`config.mk`:
```
export PLATFORM = sky130hd
export DESIGN_NAME = url_form_decoder
export DESIGN_NICKNAME = d
export VERILOG_FILES = /design/src/hw/rtl/ufd_pkg.sv /design/src/hw/rtl/ufd_step.sv /design/src/hw/rtl/url_form_decoder.sv
export SDC_FILE = /design/constraint.sdc
export NUM_CORES = 1
export LEC_CHECK = 0
export BUFFER_PORTS_ARGS = -buffer_cell sky130_fd_sc_hd__buf_4
export CORE_MARGIN = 2
export CORE_UTILIZATION = 28
export CTS_CLUSTER_SIZE = 12
export DETAILED_ROUTE_END_ITERATION = 8
export PLACE_DENSITY_LB_ADDON = 0.15
export SYNTH_ARGS = -nofsm -noshare
export SYNTH_HDL_FRONTEND = slang
export SYNTH_HIERARCHICAL = 1
export SYNTH_SLANG_ARGS = --single-unit
export TNS_END_PERCENT = 50
```
`constraint.sdc`:
```
create_clock -name aclk -period 2.8 [get_ports aclk]
set_input_delay 0.28 -clock aclk [delete_from_list [all_inputs] [get_ports aclk]]
set_output_delay 0.28 -clock aclk [all_outputs]
set_load 0.01 [all_outputs]
```
`src/hw/rtl/ufd_pkg.sv`:
```
package ufd_pkg;

    localparam logic [7:0] CHAR_PLUS    = 8'h2B;
    localparam logic [7:0] CHAR_PERCENT = 8'h25;
    localparam logic [7:0] CHAR_EQUALS  = 8'h3D;
    localparam logic [7:0] CHAR_AMP     = 8'h26;
    localparam logic [7:0] CHAR_SPACE   = 8'h20;

    typedef enum logic [2:0] {
        ESC_NONE = 3'b001,
        ESC_PCT  = 3'b010,
        ESC_HIGH = 3'b100
    } escape_phase_t;

    typedef struct packed {
        logic          value_part;
        escape_phase_t escape_phase;
        logic [3:0]    high_nibble;
    } dec_state_t;

    localparam dec_state_t STATE_RESET = '{
        value_part:   1'b0,
        escape_phase: ESC_NONE,
        high_nibble:  4'd0
    };

    typedef struct packed {
        logic [7:0] out_byte;
        logic       byte_valid;
        logic       is_value;
        logic       pair_end;
        logic       pair_has_value;
        logic       final_res;
    } dec_result_t;

    // A byte that is not a hex digit counts as zero.
    function automatic logic [3:0] hex_digit(input logic [7:0] c);
        logic [3:0] d;
        d = 4'd0;
        if (c inside {[8'h30:8'h39]}) begin
            d = c[3:0];
        end else if (c inside {[8'h61:8'h66], [8'h41:8'h46]}) begin
            d = 4'(c[3:0] + 4'd9);
        end
        return d;
    endfunction

    // Byte produced by an escape cut short; missing digits are zero.
    function automatic logic [7:0] cut_escape(input dec_state_t st);
        logic [7:0] b;
        b = 8'd0;
        if (st.escape_phase == ESC_HIGH) begin
            b = {st.high_nibble, 4'd0};
        end
        return b;
    endfunction

endpackage

```
`src/hw/rtl/ufd_step.sv`:
```
module ufd_step (
    input  ufd_pkg::dec_state_t  state,
    input  logic [7:0]           in_byte,
    input  logic                 in_last,
    output ufd_pkg::dec_state_t  state_next,
    output ufd_pkg::dec_result_t result,
    output logic                 emit
);

    always_comb begin
        state_next = state;
        result     = '0;
        emit       = 1'b0;

        if (in_byte == ufd_pkg::CHAR_AMP) begin
            if (state.escape_phase != ufd_pkg::ESC_NONE) begin
                result.out_byte   = ufd_pkg::cut_escape(state);
                result.byte_valid = 1'b1;
                result.is_value   = 1'b1;
            end
            result.pair_end       = 1'b1;
            result.pair_has_value = state.value_part;
            emit                  = 1'b1;
            state_next            = ufd_pkg::STATE_RESET;
        end else if (!state.value_part) begin
            if (in_byte == ufd_pkg::CHAR_EQUALS) begin
                state_next.value_part = 1'b1;
            end else begin
                result.out_byte   = in_byte;
                result.byte_valid = 1'b1;
                emit              = 1'b1;
            end
        end else begin
            case (state.escape_phase)
                ufd_pkg::ESC_NONE: begin
                    if (in_byte == ufd_pkg::CHAR_PERCENT) begin
                        state_next.escape_phase = ufd_pkg::ESC_PCT;
                    end else begin
                        result.out_byte   = (in_byte == ufd_pkg::CHAR_PLUS) ?
                                            ufd_pkg::CHAR_SPACE : in_byte;
                        result.byte_valid = 1'b1;
                        result.is_value   = 1'b1;
                        emit              = 1'b1;
                    end
                end
                ufd_pkg::ESC_PCT: begin
                    state_next.high_nibble  = ufd_pkg::hex_digit(in_byte);
                    state_next.escape_phase = ufd_pkg::ESC_HIGH;
                end
                ufd_pkg::ESC_HIGH: begin
                    result.out_byte   = {state.high_nibble, ufd_pkg::hex_digit(in_byte)};
                    result.byte_valid = 1'b1;
                    result.is_value   = 1'b1;
                    emit              = 1'b1;
                    state_next.escape_phase = ufd_pkg::ESC_NONE;
                    state_next.high_nibble  = 4'd0;
                end
                default: begin
                    state_next = ufd_pkg::STATE_RESET;
                end
            endcase
        end

        if (in_last) begin
            if (!result.pair_end) begin
                if (state_next.escape_phase != ufd_pkg::ESC_NONE) begin
                    result.out_byte   = ufd_pkg::cut_escape(state_next);
                    result.byte_valid = 1'b1;
                    result.is_value   = 1'b1;
                end
                result.pair_end       = 1'b1;
                result.pair_has_value = state_next.value_part;
            end
            result.final_res = 1'b1;
            emit             = 1'b1;
            state_next       = ufd_pkg::STATE_RESET;
        end
    end

endmodule

```
`src/hw/rtl/url_form_decoder.sv`:
```
// Channel   Direction  Handshake           Payload
// s_        input      s_valid / s_ready   s_in_byte, s_end_of_input
// m_        output     m_valid / m_ready   m_out_byte, m_byte_valid, m_is_value,
//                                          m_pair_end, m_pair_has_value, m_final_res
//
// One byte is taken per cycle while the result register is not stalled; a byte
// first lands in the input register and its result then in the result register.
// The result register is loaded in the same cycle as the state, when a step emits.
// Reset is synchronous on aresetn and returns the decoder to the start of a string.
// A stalled result register holds the input register, which then deasserts s_ready.
module url_form_decoder (
    input  logic       aclk,
    input  logic       aresetn,
    input  logic       s_valid,
    output logic       s_ready,
    input  logic [7:0] s_in_byte,
    input  logic       s_end_of_input,
    output logic       m_valid,
    input  logic       m_ready,
    output logic [7:0] m_out_byte,
    output logic       m_byte_valid,
    output logic       m_is_value,
    output logic       m_pair_end,
    output logic       m_pair_has_value,
    output logic       m_final_res
);

    logic                 in_valid_reg;
    logic                 in_valid_next;
    logic [7:0]           in_byte_reg;
    logic                 in_last_reg;
    ufd_pkg::dec_state_t  state_reg;
    ufd_pkg::dec_state_t  state_next;
    ufd_pkg::dec_result_t result_reg;
    ufd_pkg::dec_result_t step_result;
    logic                 m_valid_reg;
    logic                 m_valid_next;
    logic                 step_emit;
    logic                 advance;

    ufd_step u_step (
        .state      (state_reg),
        .in_byte    (in_byte_reg),
        .in_last    (in_last_reg),
        .state_next (state_next),
        .result     (step_result),
        .emit       (step_emit)
    );

    assign advance = in_valid_reg && (!m_valid_reg || m_ready);
    assign s_ready = !in_valid_reg || advance;

    always_comb begin
        in_valid_next = in_valid_reg;
        if (s_valid && s_ready) begin
            in_valid_next = 1'b1;
        end else if (advance) begin
            in_valid_next = 1'b0;
        end

        m_valid_next = m_valid_reg;
        if (advance) begin
            m_valid_next = step_emit;
        end else if (m_ready) begin
            m_valid_next = 1'b0;
        end
    end

    always_ff @(posedge aclk) begin
        if (!aresetn) begin
            in_valid_reg <= 1'b0;
            m_valid_reg  <= 1'b0;
            state_reg    <= ufd_pkg::STATE_RESET;
        end else begin
            in_valid_reg <= in_valid_next;
            m_valid_reg  <= m_valid_next;
            if (advance) begin
                state_reg <= state_next;
            end
        end
    end

    always_ff @(posedge aclk) begin
        if (s_valid && s_ready) begin
            in_byte_reg <= s_in_byte;
            in_last_reg <= s_end_of_input;
        end
        if (advance && step_emit) begin
            result_reg <= step_result;
        end
    end

    assign m_valid          = m_valid_reg;
    assign m_out_byte       = result_reg.out_byte;
    assign m_byte_valid     = result_reg.byte_valid;
    assign m_is_value       = result_reg.is_value;
    assign m_pair_end       = result_reg.pair_end;
    assign m_pair_has_value = result_reg.pair_has_value;
    assign m_final_res      = result_reg.final_res;

    // A pending escape only exists inside a value.
    assert property (@(posedge aclk) disable iff (!aresetn)
        state_reg.escape_phase != ufd_pkg::ESC_NONE |-> state_reg.value_part)
        else $error("escape pending outside a value");

    // The last byte of a string always closes its pair.
    assert property (@(posedge aclk) disable iff (!aresetn)
        m_valid && m_final_res |-> m_pair_end)
        else $error("final transfer without pair end");

    // Value flags only accompany the things they qualify.
    assert property (@(posedge aclk) disable iff (!aresetn)
        m_valid && (m_is_value || (m_pair_has_value && !m_pair_end)) |-> m_byte_valid)
        else $error("value flag without a byte");

    // After the last byte leaves the input stage the decoder is back at reset.
    assert property (@(posedge aclk) disable iff (!aresetn)
        advance && in_last_reg |=> state_reg == ufd_pkg::STATE_RESET)
        else $error("state not cleared after last byte");

endmodule

```
==> metrics.txt <==
max incr delay on CP=0.47 ns; Worst-Margin Slew=0.473 ns; Max H-tree Level=2; Switching Share=0.252; worst-skew pair later-pin latency=0.29 ns; Placed Cells=323; crit path max-delay cell type=edfxtp_1; HP Class=in -> reg; minimum clock period=2.45 ns; sequence of cells on the critical path=inv_1 -> ha_1 -> nand3_1 -> o21ba_2 -> a21oi_1 -> nand3_1 -> nand2_1 -> nor2_1 -> buf_4; clock sinks=32; Gate power share=0.128; Mean Syn Cell Area=9.75 µm²; final antenna-violating net count=0; setup tns final=0 ns; Via Count=1592; final hold violation count=0; pwr dens=424 nW/µm²; Clk pwr share=0.332; antenna violations before repair=0; Final Max Slew Viols=0; Root Buffer=clkbuf_8; Placeable Area=6870 µm²; Worst-path clk slew=0.07 ns; drt first-iter violations=between 100 and 150; # diodes=0; Yosys warnings=6; Lkg Pwr=0.842 nW; die area=slightly below 8000 µm²; Global Route Usage Sum=0.129; maximum number of pins on one net before global-route repair=18; die height=88.7 µm; RSZ-0062 raised after global routing=false; Worst Setup Slack, final=0.354 ns; largest area contributor in the netlist=edfxtp_1; Setup-failing EPs final=0; vias in the first global route=roughly 1500; max-cap violations=0; Place WS=0.395 ns; max frequency=between 400 and 500 MHz; Mapped Cells=~200; Rows=30; CTS Buf Count=5; I/O pins=28; Seq cells post-synth=32; via/cell ratio=a little under 5; kind of start point of the critical path=flip-flop; Final Non-Filler Cells=~330; Sw Pwr=approximately 0.00025 W; drt pass-1 iters=4; starting density of the core=0.293; FILL cells=roughly 720; placed cell area=2310 µm²; mean routed wirelength per cell=roughly 14 µm; post-route clock skew=0.0117 ns; fin crit share=0.874; DR DRC count=0; gr ovfl total=0; max_slew headroom=0.683; CTS tree=built; Syn Nets=between 200 and 250; P_int=0.000757 W; Final HPWL DP=3580 µm; Flop pwr share=0.539; worst path required time=2.83 ns; Crit Path Category=reg -> reg; port bufs=27; ys flop type=edfxtp_1; status=finished, final reports clean; Setup Buffers After CTS=0; Worst EP arrival=2.47 ns; share of the synthesized area in the top cell type=0.329; # hold bufs at CTS=0; design area=2390 µm²; Max clock buf depth=2; crit end category=flip-flop; crit-path most repeated cell=nand3_1; synth unique cells=55; synthesized area=2010 µm²; Seq/Total Area, Yosys=0.428; final WL=4610 µm; # nets final=between 200 and 300; GPL Wtd Cong=just under 0.9; post-cts resize count=0; layout overhead on the synthesized area=18.9%; layout cells sized above 1=0.238; Post-synth EDFFs=22; worst-path fanout max=13; first-pass GRT wire length=7750 µm; Die Width=88.7 µm; Peak VDD IR=241 µV; Async S/R FF share, synth=0; Area contributors post-synth=edfxtp_1, dfxtp_1, nand2_1
==> synth_stat cells (all sizes together), types with 2 or more instances <==
cell type / n
o21ai: 10
ha: 4
a21o: 2
nand2b: 7
nor3: 4
nand4b: 2
a22o: 3
a31oi: 3
xnor2: 2
mux2: 2
o211ai: 3
a21oi: 13
or3b: 3
o21a: 2
and2: 3
buf: 7
edfxtp: 22
a22oi: 3
nand2: 26
nor3b: 2
inv: 10
o21bai: 5
clkbuf: 4
nor2: 13
nor2b: 7
dfxtp: 10
nand3: 9
mux2i: 7
a32o: 2
==> cell usage in the layout, fill, tap and decap left out, types with 7 or more instances in the layout <==
cell type  synthesis  final
mux2i_1            7      7
nand3_1            9      9
a21oi_1           12     12
nand2_1           26     26
nand2b_1           7      7
edfxtp_1          22     22
inv_1              8      8
nor2_1            12     12
buf_4              3     32
dfxtp_1           10     10
==> stage by stage <==
stage / util / hold slack, ns / total power, W
final: 0.348 / 0.166 / 0.00101
after global routing: 0.348 / 0.158 / 0.00106
after CTS: 0.348 / 0.159 / 0.00103
after detailed placement: 0.336 / 0.459 / 0.000687
after global placement: 0.336 / 0.458 / 0.000688
after floorplan: - / 0.379 / 0.000637
==> logic make-up (layout without fill, tap and decap cells) <==
kind of cell    Yosys count  count (layout)  share of synthesized area
flops                    32              32                      0.428
buf+inv                  21              50                     0.0504
compound gates           55              55                      0.192
xor+xnor                  2               2                    0.00872
simple gates             83              83                      0.250
mux                       9               9                     0.0461
fa+ha+maj                 4               4                     0.0249
==> critical path: cells and delay by family, from the launching register on <==
| family | cells | cell delay, ns |
|---|---|---|
| fa+ha+maj | 1 | 0.35 |
| compound gates | 2 | 0.62 |
| buf+inv | 2 | 0.35 |
| flops | 1 | 0.47 |
| simple gates | 4 | 0.40 |
==> cell type report <==
class | instances | area [µm²] | area share
multi-input cells | 153 | 1050 | 0.438
flip-flops and latches | 32 | 861 | 0.360
repair buffers | 32 | 240 | 0.101
clock inverters | 3 | 13.8 | 0.00576
well taps | 96 | 120 | 0.0503
inverters | 10 | 37.5 | 0.0157
clock buffers | 5 | 68.8 | 0.0288
==> layer usage <==
metal,vias to the layer above,track usage,part of all wire
li1,805,-,-
met1,710,0.177,0.47
met2,65,0.189,0.43
met3,12,0.0345,0.069
met4,0,0.0620,0.025
met5,-,0,0
==> path summary, 6_finish.rpt <==
| kind | cells past startpoint | start | endpoint | slack [ns] |
|---|---|---|---|---|
| setup / recovery | 9 | in_byte_reg[1] | m_out_byte[1] | 0.35 |
| hold / removal | 1 | s_in_byte[7] | in_byte_reg[7] | 0.17 |
| hold reg to reg | 2 | state_reg[3] | state_reg[3] | 0.49 |
| setup reg to reg | 9 | in_byte_reg[1] | m_out_byte[1] | 0.35 |
==> power groups by stage <==
stage	Clock (W)	Sequential, W	Combinational, W
finish	0.000336	0.000546	0.000130
global route	0.000367	0.000549	0.000144
CTS	0.000350	0.000546	0.000131
detailed placement	0	0.000556	0.000130
global placement	0	0.000556	0.000131
floorplan	0	0.000555	0.0000825
Note: power is estimated with default switching activity, not from simulation.
